===== src/sv/key_repeat_level_control_defines.svh =====
// Assertion macros shared by the key repeat level control RTL.
`ifndef KEY_REPEAT_LEVEL_CONTROL_DEFINES_SVH
`define KEY_REPEAT_LEVEL_CONTROL_DEFINES_SVH

// Property checked on every rising edge, ignored while reset is low.
`define KRLC_ASSERT(label, prop, msg) \
    label: assert property (@(posedge i_clk) disable iff (!i_rst_n) (prop)) else $error(msg);

// Antecedent in this cycle implies consequent in the next one.
`define KRLC_ASSERT_NEXT(label, ante, cons, msg) \
    label: assert property (@(posedge i_clk) disable iff (!i_rst_n) \
        (ante) |=> (cons)) else $error(msg);

`endif


===== src/sv/krlc_pkg.sv =====
// Shared types and constants of the key repeat level control block.
package krlc_pkg;

    localparam int unsigned TIME_W  = 32;
    localparam int unsigned CODE_W  = 16;
    localparam int unsigned VALUE_W = 3;
    localparam int unsigned LEVEL_W = 8;
    localparam int unsigned MS_W    = 16;
    localparam int unsigned CFG_IDX_W  = 3;
    localparam int unsigned CFG_DATA_W = 16;

    localparam int unsigned IN_TDATA_W  = 56;
    localparam int unsigned IN_TUSER_W  = 3;
    localparam int unsigned OUT_TDATA_W = 24;

    // item kinds carried in tuser
    typedef enum logic [1:0] {
        ACT_FRAME_START = 2'd0,
        ACT_KEY         = 2'd1,
        ACT_FRAME_END   = 2'd2
    } t_action;

    // key values: released, pressed, repeat; anything above is ignored
    localparam logic [VALUE_W-1:0] KEY_VAL_MAX = 3'd2;

    typedef enum logic [CFG_IDX_W-1:0] {
        CFG_SELECT_CODE  = 3'd0,
        CFG_UP_CODE      = 3'd1,
        CFG_DOWN_CODE    = 3'd2,
        CFG_VOLUME_TOP   = 3'd3,
        CFG_BRIGHT_TOP   = 3'd4,
        CFG_REPEAT_DELAY = 3'd5,
        CFG_REPEAT_PER   = 3'd6,
        CFG_SLEEP_GAP    = 3'd7
    } t_cfg_index;

    localparam logic [CODE_W-1:0]  RST_SELECT_CODE  = 16'd296;
    localparam logic [CODE_W-1:0]  RST_UP_CODE      = 16'd12;
    localparam logic [CODE_W-1:0]  RST_DOWN_CODE    = 16'd11;
    localparam logic [LEVEL_W-1:0] RST_VOLUME_TOP   = 8'd20;
    localparam logic [LEVEL_W-1:0] RST_BRIGHT_TOP   = 8'd10;
    localparam logic [MS_W-1:0]    RST_REPEAT_DELAY = 16'd300;
    localparam logic [MS_W-1:0]    RST_REPEAT_PER   = 16'd100;
    localparam logic [MS_W-1:0]    RST_SLEEP_GAP    = 16'd1000;

endpackage


===== src/sv/key_repeat_level_control.sv =====
// Top level of the key repeat level control block.
//
// Usage
//  - Slave stream carries one item per beat: frame start (with a ms
//    timestamp), key event, or frame end, selected by tuser.
//  - Master stream returns one beat for every input beat: the current
//    volume and brightness levels and two changed flags, which can only be
//    set on a frame end beat.
//  - Config port: i_cfg_we with i_cfg_index / i_cfg_data; write only while
//    the block is idle. The 8-bit registers take the low byte.
//  - Throughput: one item per cycle while the result stream does not stall.
//    An input beat passes the input register, then the result register.
//  - All frame work is short compare/add logic between those registers;
//    the frame-end path (due compare, up step, down step) sets the clock.
//  - Reset: synchronous, active low. Registers go to their defaults, levels
//    and key state to zero, both streams empty.
//  - Stall: a result waiting on m_axis_tready holds the result register;
//    one more item can still sit in the input register, after which
//    s_axis_tready drops until the result is taken.
`include "key_repeat_level_control_defines.svh"

module key_repeat_level_control (
    input  logic                                  i_clk,
    input  logic                                  i_rst_n,
    // config write port
    input  logic                                  i_cfg_we,
    input  logic [krlc_pkg::CFG_IDX_W-1:0]        i_cfg_index,
    input  logic [krlc_pkg::CFG_DATA_W-1:0]       i_cfg_data,
    // input stream
    input  logic                                  s_axis_tvalid,
    output logic                                  s_axis_tready,
    // [31:0] time_ms, [47:32] key_code, [50:48] key_value, [55:51] zero
    input  logic [krlc_pkg::IN_TDATA_W-1:0]       s_axis_tdata,
    // [1:0] action, [2] is_key
    input  logic [krlc_pkg::IN_TUSER_W-1:0]       s_axis_tuser,
    // result stream
    output logic                                  m_axis_tvalid,
    input  logic                                  m_axis_tready,
    // [7:0] volume_level, [15:8] brightness_level, [16] volume_changed,
    // [17] brightness_changed, [23:18] zero
    output logic [krlc_pkg::OUT_TDATA_W-1:0]      m_axis_tdata
);

    localparam int unsigned TW = krlc_pkg::TIME_W;
    localparam int unsigned LW = krlc_pkg::LEVEL_W;

    // ---------------- config registers ----------------
    logic [krlc_pkg::CODE_W-1:0]  r_sel_code, r_up_code, r_down_code;
    logic [LW-1:0]                r_vol_top, r_bri_top;
    logic [krlc_pkg::MS_W-1:0]    r_delay, r_period, r_sleep;

    always_ff @(posedge i_clk) begin
        if (!i_rst_n) begin
            r_sel_code  <= krlc_pkg::RST_SELECT_CODE;
            r_up_code   <= krlc_pkg::RST_UP_CODE;
            r_down_code <= krlc_pkg::RST_DOWN_CODE;
            r_vol_top   <= krlc_pkg::RST_VOLUME_TOP;
            r_bri_top   <= krlc_pkg::RST_BRIGHT_TOP;
            r_delay     <= krlc_pkg::RST_REPEAT_DELAY;
            r_period    <= krlc_pkg::RST_REPEAT_PER;
            r_sleep     <= krlc_pkg::RST_SLEEP_GAP;
        end else if (i_cfg_we) begin
            case (krlc_pkg::t_cfg_index'(i_cfg_index))
                krlc_pkg::CFG_SELECT_CODE:  r_sel_code  <= i_cfg_data;
                krlc_pkg::CFG_UP_CODE:      r_up_code   <= i_cfg_data;
                krlc_pkg::CFG_DOWN_CODE:    r_down_code <= i_cfg_data;
                krlc_pkg::CFG_VOLUME_TOP:   r_vol_top   <= i_cfg_data[LW-1:0];
                krlc_pkg::CFG_BRIGHT_TOP:   r_bri_top   <= i_cfg_data[LW-1:0];
                krlc_pkg::CFG_REPEAT_DELAY: r_delay     <= i_cfg_data;
                krlc_pkg::CFG_REPEAT_PER:   r_period    <= i_cfg_data;
                krlc_pkg::CFG_SLEEP_GAP:    r_sleep     <= i_cfg_data;
                default: ;
            endcase
        end
    end

    // ---------------- handshake ----------------
    logic r_in_valid, r_out_valid;
    logic w_adv, w_fire, w_in_acc;

    assign w_adv         = !r_out_valid || m_axis_tready;   // result slot free next edge
    assign w_fire        = r_in_valid && w_adv;             // item processed this edge
    assign s_axis_tready = !r_in_valid || w_adv;
    assign w_in_acc      = s_axis_tvalid && s_axis_tready;

    // ---------------- input register ----------------
    logic [1:0]                     r_in_action;
    logic                           r_in_is_key;
    logic [TW-1:0]                  r_in_time;
    logic [krlc_pkg::CODE_W-1:0]    r_in_code;
    logic [krlc_pkg::VALUE_W-1:0]   r_in_value;

    always_ff @(posedge i_clk) begin
        if (!i_rst_n) begin
            r_in_valid <= 1'b0;
        end else if (w_in_acc) begin
            r_in_valid <= 1'b1;
        end else if (w_fire) begin
            r_in_valid <= 1'b0;
        end
    end

    always_ff @(posedge i_clk) begin
        if (w_in_acc) begin
            r_in_action <= s_axis_tuser[1:0];
            r_in_is_key <= s_axis_tuser[2];
            r_in_time   <= s_axis_tdata[31:0];
            r_in_code   <= s_axis_tdata[47:32];
            r_in_value  <= s_axis_tdata[50:48];
        end
    end

    // ---------------- block state ----------------
    // Held/fresh flags only ever get tested against zero, so one bit each.
    logic [TW-1:0] r_frame_time, r_last_time, r_up_due, r_dn_due;
    logic          r_discard, r_sel_held;
    logic          r_up_held, r_up_fresh, r_dn_held, r_dn_fresh;
    logic [LW-1:0] r_vol, r_bri;

    logic [TW-1:0] n_frame_time, n_last_time, n_up_due, n_dn_due;
    logic          n_discard, n_sel_held;
    logic          n_up_held, n_up_fresh, n_dn_held, n_dn_fresh;
    logic [LW-1:0] n_vol, n_bri;
    logic          n_vol_chg, n_bri_chg;

    // frame-end helpers: key state after the optional sleep clear
    logic          w_k_sel, w_k_up_held, w_k_up_fresh, w_k_dn_held, w_k_dn_fresh;
    logic [TW-1:0] w_k_up_due, w_k_dn_due;
    logic          w_up_go, w_dn_go;
    logic [LW-1:0] w_lvl0, w_lvl1, w_lvl2, w_top;
    logic [TW-1:0] w_gap, w_press_due;
    logic          w_key_ok, w_press;

    assign w_gap       = r_in_time - r_last_time;
    assign w_press     = (r_in_value != '0);
    assign w_press_due = r_frame_time + {{(TW-krlc_pkg::MS_W){1'b0}}, r_delay};
    assign w_key_ok    = !r_discard && r_in_is_key && (r_in_value <= krlc_pkg::KEY_VAL_MAX);

    assign w_k_sel      = r_discard ? 1'b0 : r_sel_held;
    assign w_k_up_held  = r_discard ? 1'b0 : r_up_held;
    assign w_k_up_fresh = r_discard ? 1'b0 : r_up_fresh;
    assign w_k_up_due   = r_discard ? '0   : r_up_due;
    assign w_k_dn_held  = r_discard ? 1'b0 : r_dn_held;
    assign w_k_dn_fresh = r_discard ? 1'b0 : r_dn_fresh;
    assign w_k_dn_due   = r_discard ? '0   : r_dn_due;

    assign w_up_go = w_k_up_fresh || (w_k_up_held && (r_frame_time >= w_k_up_due));
    assign w_dn_go = w_k_dn_fresh || (w_k_dn_held && (r_frame_time >= w_k_dn_due));

    // up step first, then down step on the result; select picks the level
    assign w_lvl0 = w_k_sel ? r_bri : r_vol;
    assign w_top  = w_k_sel ? r_bri_top : r_vol_top;
    assign w_lvl1 = (w_up_go && (w_lvl0 < w_top)) ? w_lvl0 + 1'b1 : w_lvl0;
    assign w_lvl2 = (w_dn_go && (w_lvl1 != '0)) ? w_lvl1 - 1'b1 : w_lvl1;

    always_comb begin
        n_frame_time = r_frame_time;
        n_last_time  = r_last_time;
        n_discard    = r_discard;
        n_sel_held   = r_sel_held;
        n_up_held    = r_up_held;
        n_up_fresh   = r_up_fresh;
        n_up_due     = r_up_due;
        n_dn_held    = r_dn_held;
        n_dn_fresh   = r_dn_fresh;
        n_dn_due     = r_dn_due;
        n_vol        = r_vol;
        n_bri        = r_bri;
        n_vol_chg    = 1'b0;
        n_bri_chg    = 1'b0;
        case (krlc_pkg::t_action'(r_in_action))
            krlc_pkg::ACT_FRAME_START: begin
                n_frame_time = r_in_time;
                n_discard    = w_gap > {{(TW-krlc_pkg::MS_W){1'b0}}, r_sleep};
            end
            krlc_pkg::ACT_KEY: begin
                if (w_key_ok) begin
                    // first match wins: select, then up, then down
                    if (r_in_code == r_sel_code) begin
                        n_sel_held = w_press;
                    end else if (r_in_code == r_up_code) begin
                        n_up_held  = w_press;
                        n_up_fresh = w_press;
                        if (w_press) n_up_due = w_press_due;
                    end else if (r_in_code == r_down_code) begin
                        n_dn_held  = w_press;
                        n_dn_fresh = w_press;
                        if (w_press) n_dn_due = w_press_due;
                    end
                end
            end
            krlc_pkg::ACT_FRAME_END: begin
                n_sel_held = w_k_sel;
                n_up_held  = w_k_up_held;
                n_dn_held  = w_k_dn_held;
                n_up_fresh = w_up_go ? 1'b0 : w_k_up_fresh;
                n_dn_fresh = w_dn_go ? 1'b0 : w_k_dn_fresh;
                n_up_due   = (w_up_go && !w_k_up_fresh)
                           ? w_k_up_due + {{(TW-krlc_pkg::MS_W){1'b0}}, r_period}
                           : w_k_up_due;
                n_dn_due   = (w_dn_go && !w_k_dn_fresh)
                           ? w_k_dn_due + {{(TW-krlc_pkg::MS_W){1'b0}}, r_period}
                           : w_k_dn_due;
                if (w_k_sel) n_bri = w_lvl2;
                else         n_vol = w_lvl2;
                n_vol_chg   = (n_vol != r_vol);
                n_bri_chg   = (n_bri != r_bri);
                n_last_time = r_frame_time;
                n_discard   = 1'b0;
            end
            default: ;  // spare action code: no change
        endcase
    end

    always_ff @(posedge i_clk) begin
        if (!i_rst_n) begin
            r_frame_time <= '0;
            r_last_time  <= '0;
            r_discard    <= 1'b0;
            r_sel_held   <= 1'b0;
            r_up_held    <= 1'b0;
            r_up_fresh   <= 1'b0;
            r_up_due     <= '0;
            r_dn_held    <= 1'b0;
            r_dn_fresh   <= 1'b0;
            r_dn_due     <= '0;
            r_vol        <= '0;
            r_bri        <= '0;
        end else if (w_fire) begin
            r_frame_time <= n_frame_time;
            r_last_time  <= n_last_time;
            r_discard    <= n_discard;
            r_sel_held   <= n_sel_held;
            r_up_held    <= n_up_held;
            r_up_fresh   <= n_up_fresh;
            r_up_due     <= n_up_due;
            r_dn_held    <= n_dn_held;
            r_dn_fresh   <= n_dn_fresh;
            r_dn_due     <= n_dn_due;
            r_vol        <= n_vol;
            r_bri        <= n_bri;
        end
    end

    // ---------------- result register ----------------
    logic [LW-1:0] r_out_vol, r_out_bri;
    logic          r_out_vol_chg, r_out_bri_chg;

    always_ff @(posedge i_clk) begin
        if (!i_rst_n) begin
            r_out_valid <= 1'b0;
        end else if (w_fire) begin
            r_out_valid <= 1'b1;
        end else if (m_axis_tready) begin
            r_out_valid <= 1'b0;
        end
    end

    always_ff @(posedge i_clk) begin
        if (w_fire) begin
            r_out_vol     <= n_vol;
            r_out_bri     <= n_bri;
            r_out_vol_chg <= n_vol_chg;
            r_out_bri_chg <= n_bri_chg;
        end
    end

    assign m_axis_tvalid = r_out_valid;
    assign m_axis_tdata  = {6'b0, r_out_bri_chg, r_out_vol_chg, r_out_bri, r_out_vol};

    // ---------------- assertions ----------------
    `KRLC_ASSERT_NEXT(a_flags_only_on_end,
        w_fire && (r_in_action != krlc_pkg::ACT_FRAME_END),
        !r_out_vol_chg && !r_out_bri_chg,
        "changed flag set on an item that is not a frame end")

    `KRLC_ASSERT_NEXT(a_end_clears_discard,
        w_fire && (r_in_action == krlc_pkg::ACT_FRAME_END),
        !r_discard,
        "discard mark survived a frame end")

    `KRLC_ASSERT_NEXT(a_vol_flag_matches,
        w_fire,
        r_out_vol_chg == (r_vol != $past(r_vol)),
        "volume changed flag disagrees with the stored level")

    `KRLC_ASSERT_NEXT(a_input_held_in_stall,
        r_in_valid && !w_adv,
        r_in_valid && $stable(r_in_time) && $stable(r_in_action),
        "queued item lost or overwritten while the result stalls")

endmodule


===== config.mk =====
export PLATFORM = sky130hd
export DESIGN_NAME = key_repeat_level_control
export DESIGN_NICKNAME = d
export VERILOG_FILES = /design/src/sv/krlc_pkg.sv /design/src/sv/key_repeat_level_control.sv
export VERILOG_INCLUDE_DIRS = /design/src /design/src/sv
export SDC_FILE = /design/constraint.sdc
export NUM_CORES = 1
export LEC_CHECK = 0
export ABC_AREA = 1
export CAP_MARGIN = 20
export CELL_PAD_IN_SITES_DETAIL_PLACEMENT = 1
export CELL_PAD_IN_SITES_GLOBAL_PLACEMENT = 2
export CORE_MARGIN = 5
export CORE_UTILIZATION = 30
export DETAILED_ROUTE_END_ITERATION = 10
export DONT_BUFFER_PORTS = 1
export HOLD_SLACK_MARGIN = 0.03
export PLACE_DENSITY_LB_ADDON = 0.25
export SYNTH_ARGS = -nofsm -noshare
export SYNTH_HDL_FRONTEND = slang
export SYNTH_SLANG_ARGS = --single-unit

===== constraint.sdc =====
create_clock -name i_clk -period 12.35 [get_ports i_clk]
set_input_delay 3.705 -clock i_clk [delete_from_list [all_inputs] [get_ports i_clk]]
set_output_delay 3.705 -clock i_clk [all_outputs]
set_load 0.02 [all_outputs]

# == Word level (Yosys, flattened, before mapping) ==
# Index checks and enable logic that the tools add are counted.
# word_totals
input_bits,83
regBits,336
out_inout_bits,26
# classes
magnitude_cmp,5
n_addsub,6
mux,50
reduce_logical,43
eq_ne,21
# ops
cell,n
two-way mux 32 bit,12
one-hot mux 32 bit (2 select lines),2
adder 32 x 16 -> 32 bit,3
two-way mux 8 bit,10
>= comparator 32 bit,2
== test 16 bit,3
greater-than comparator 32 x 16 -> 1 bit,1
subtractor 32 bit,1
AND reduction 2 bit,11
two-way mux 1 bit,20
inequality test 8 bit,2
"inequality test 2 bit, second input constant",7
"== test 3 bit, second input constant",4
one-hot mux 1 bit (2 select lines),6
AND reduction 6 bit,2
logical AND 1 bit,10
"adder 8 x 1 -> 8 bit, second input constant",1
less-than comparator 8 bit,1
nonzero test 2 bit,4
nonzero test 8 bit,1
"subtractor 8 x 1 -> 8 bit, second input constant",1
AND reduction 7 bit,1
"== test 3 x 2 -> 1 bit, second input constant",2
zero test 1 bit,5
10 further kinds,13

# == Longest topological paths before layout ==
# logic_depth
depth_word,12
ltp_mapped,35

# == Least setup slack after synthesis ==
# OpenSTA, ideal clock, no wires.
# synth_path
path_type,input port to output port
startpoint,input m_axis_tready
endpoint,output s_axis_tready
t_arrival_ps,3958
n_path_buf,0
cell_stages,2
slack_ps,4687
cell_sequence,inv_1 -> nand3_1
# synth_via
elab_chain_cells,2
# synth_rtl
item,line,source
start: declaration,key_repeat_level_control.sv:38,"input logic m_axis_tready,"
logical OR 1 bit,key_repeat_level_control.sv:81,assign w_adv = !r_out_valid || m_axis_tready;
logical OR 1 bit,key_repeat_level_control.sv:83,assign s_axis_tready = !r_in_valid || w_adv;
end: declaration,key_repeat_level_control.sv:31,"output logic s_axis_tready,"
# No other way between the ends.

# == Final worst setup path ==
# Same ends and word-level chain as after synthesis.

==> results.yml <==
run_status:
  status: "finished, final reports clean"
grt:
  antenna_found_initial: 0
  grt_overflow: 0
  gr-usage-all-layers_pct: 18.6
  grt_pass1_wl_um: 115000
  grt_max_degree: 219
  grt_pass1_vias: 20294
finish:
  instances_no_fill: 3892
  num-fill-cells: 8642
  multi_input_area_mm2: 0.0120
  antenna_cells: 0
  utilization_pct: 33.9
  finalNetCount: 3173
  drive_gt1_share_pct: 5.93
  seq_area_mm2: 0.00745
  syn2layout_area_growth_pct: 11.6
hold_path:
  hold_start: "r_vol_top[4]$_SDFFE_PN1P_"
  min_to: "r_vol_top[4]$_SDFFE_PN1P_"
  hold_depth: 2
  hp-class: "reg -> reg"
detailed_routing:
  vias_per_cell: 5.10
  dr.pass1.iters: 5
  avgRoutedWirePerCell_um: 19.1
  drt-total-wl_um: 74200
  drtIter0Drc: 1184
  ant_nets: 0
  drc: 0
  num_vias: 19868
sta:
  slew_viol_final: 0
  fin_skew_ns: 0.0571
  hold_viol: 0
  final-setup-viol-count: 0
  min_period_over_period_pct: 62.4
  rsz0062_at_grt: "no"
  max_slew_margin_pct: 31.3
  layout_min_cycle_time_ns: 7.70
  fin_tns_setup_ns: 0
  worst_pin_slew_ns: 1.03
  fmax_mhz: 130
logic_synthesis:
  synth-adder-area-share_pct: 10.3
  post_synth_mux_area_share_pct: 0.329
  syn_inst: 2959
  ys_seq_elements: 336
  synth-compound-area-share_pct: 20.9
  synth_top_family_by_area: "simple AND/OR/NAND/NOR gates"
  yosys.area.top_type: "dfxtp_1"
  netlist_area_mm2: 0.0213
  synth_edf_count: 72
  yosys_most_used_dff: "dfxtp_1"
  yosysWarnings: 0
  synth-xor-area-share_pct: 3.40
  syn_area_per_cell_um2: 7.20
  synthTopCellsByArea: "dfxtp_1 25%, edfxtp_1 10%, ha_1 9.9%"
  synth_top_area_share_pct: 24.8
  post_synth_num_cell_types: 61
  async_flop_share_pct: 0
  yosysSeqAreaShare_pct: 34.9
  synth-simple-area-share_pct: 21.1
placed_design:
  place.detailed.hpwl_um: 54600
  dpl.cell_count: 3809
  io_buffers: 0
  gp_congestion: 0.846
setup_path:
  crit_fanout: 3
  cp_top_family: "simple AND/OR/NAND/NOR gates"
  rrSetupSlack_ns: 7.11
  worst-path-buf-inv: 1
  required_ns: 8.64
  crit_chain: "inv_1 > nand3_1"
  worst_ep_arrival_time_ns: 4.00
  cp-start-kind: "input pin"
  rr_worst_depth: 27
  max_stage_delay_ns: 0.24
  r2r_end: "r_out_bri_chg$_SDFFCE_PN0P_"
  worst_setup_path_end_kind: "output port"
  slowest_stage: "nand3_1"
  worstSetupPathType: "in -> out"
  reg2reg_from: "r_discard$_SDFFE_PN0P_"
die:
  ios: 109
  die_h_um: 277
  initial_utilization_pct: 30.3
  rows: 97
  dieArea_mm2: 0.0765
  core_mm2: 0.0703
  die_w_um: 277
job:
  maxCapViolations: 0
power_and_ir_drop:
  ir_drop_mv: 0.108
  p_per_area_mw_per_mm2: 126
  power.leakage_nw: 10.2
cts:
  cts_buffers: 44
  cts_tree: "built"
  cts_resized: 0
  clock-sinks: 336
  cts_setup_buffers: 0
  worstSkewPairLatency_ns: 0.60
  clk_path_buf_depth: 3
  ctsHtreeMaxLevel: 2
  ctsHoldBuffers: 0
  path_clk_slew_ns: 0.06
  cts-root-buf: "clkbuf_16"
## through the flow
stage	setup WS [ns]	hold WS [ns]	power (W)	instance area (um2)
6_report	4.65	0.457	0.00300	23800
5_1_grt	4.63	0.491	0.00314	23800
4_1_cts	4.64	0.462	0.00304	23800
3_5_place_dp	4.64	0.447	0.00165	22200
3_3_place_gp	4.66	0.442	0.00163	22200
2_1_floorplan	4.69	0.428	0.00153	21300
## worst max path at each step
| stage | end | cells after the start | startpoint |
|---|---|---|---|
| after global placement | s_axis_tready | 2 | m_axis_tready |
| after CTS | s_axis_tready | 2 | m_axis_tready |
| after global routing | s_axis_tready | 2 | m_axis_tready |
| final | s_axis_tready | 2 | m_axis_tready |
| after floorplan | s_axis_tready | 2 | m_axis_tready |
| after detailed placement | s_axis_tready | 2 | m_axis_tready |
## synthesized netlist by cell type (all sizes together), types with 5 or more instances
library cell and n:
a21boi 8, nand3 117, xnor2 31, nand4 33, o21ai 377, inv 371
clkbuf 96, xor2 51, o221ai 5, nand3b 8, a221oi 15, nor2 359
o2111ai 6, a31oi 36, ha 169, mux2i 7, nor3 24, nor4 14
dfxtp 264, edfxtp 72, buf 19, nand2 478, a21o 9, o211ai 11
o21a 10, or2 11, a21oi 327, clkinv 8
## power by group
group          switching, W  internal [W]  leakage (nW)
sequential        0.0000418       0.00117          2.85
combinational      0.000273      0.000141          6.53
clock              0.000535      0.000836         0.770
## metal layers
layer  vias up  global-route usage, %  routed length (um)
li1       9839                      -                   -
met1      9671                   26.7               37600
met2       268                   29.7               32600
met3        90                   2.20                2340
met4         0                   4.84                1720
met5         -                      0                   0
## registers in the layout, indices dropped and copies added, names as in the netlist, 2 cells and up
register / flops
r_down_code: 16
r_in_code: 16
r_sel_code: 16
r_up_code: 16
r_frame_time: 32
r_out_vol: 8
r_bri_top: 8
r_delay: 16
r_bri: 8
r_in_time: 32
r_vol: 8
r_last_time: 32
r_dn_due: 32
r_out_bri: 8
r_period: 16
r_sleep: 16
r_vol_top: 8
r_in_value: 3
r_in_action: 2
r_up_due: 32
## worst min-delay path, delay by kind of cell, from the launching register on
kind / cells / cell delay, ns
flip-flops: 1 / 0.32
AND/OR/NAND/NOR: 2 / 0.10
## cells in the final DEF (no fill, tap or decap), drive strengths merged, types with 2 or more instances in the layout
cell type / netlist / routed
a2111oi: 3 / 3
a211oi: 2 / 2
a21boi: 8 / 8
a21o: 9 / 9
a21oi: 327 / 327
a221oi: 15 / 15
a31oi: 36 / 36
and3: 2 / 2
buf: 19 / 22
bufinv: 0 / 4
clkbuf: 96 / 66
clkinv: 8 / 15
conb: 1 / 6
dfxtp: 264 / 264
edfxtp: 72 / 72
fa: 4 / 4
ha: 169 / 169
inv: 371 / 375
mux2i: 7 / 7
nand2: 478 / 478
nand3: 117 / 117
nand3b: 8 / 8
nand4: 33 / 33
nor2: 359 / 359
nor3: 24 / 24
nor3b: 2 / 2
nor4: 14 / 14
o2111ai: 6 / 6
o211ai: 11 / 11
o21a: 10 / 10
o21ai: 377 / 377
o21bai: 2 / 2
o221ai: 5 / 5
o22ai: 2 / 2
or2: 11 / 11
xnor2: 31 / 31
xor2: 51 / 51
## area by class of cell
| class | count | area share, % |
|---|---|---|
| Timing Repair Buffer | 22 | 0.778 |
| Clock buffer | 66 | 5.61 |
| Sequential cell | 336 | 31.3 |
| Tap cell | 940 | 4.94 |
| Clock inverter | 15 | 0.962 |
| Inverter | 379 | 6.01 |
| Multi-Input combinational cell | 2134 | 50.4 |
## cells by family after synthesis
kind of cell,after synthesis
flip-flops,336
AND/OR/NAND/NOR,1050
other,1
AO/OA/AOI/OAI,816
XOR/XNOR,82
adder cells (fa/ha/maj),173
multiplexers,7
buffers and inverters,494
(Power assumes the default switching activity.)
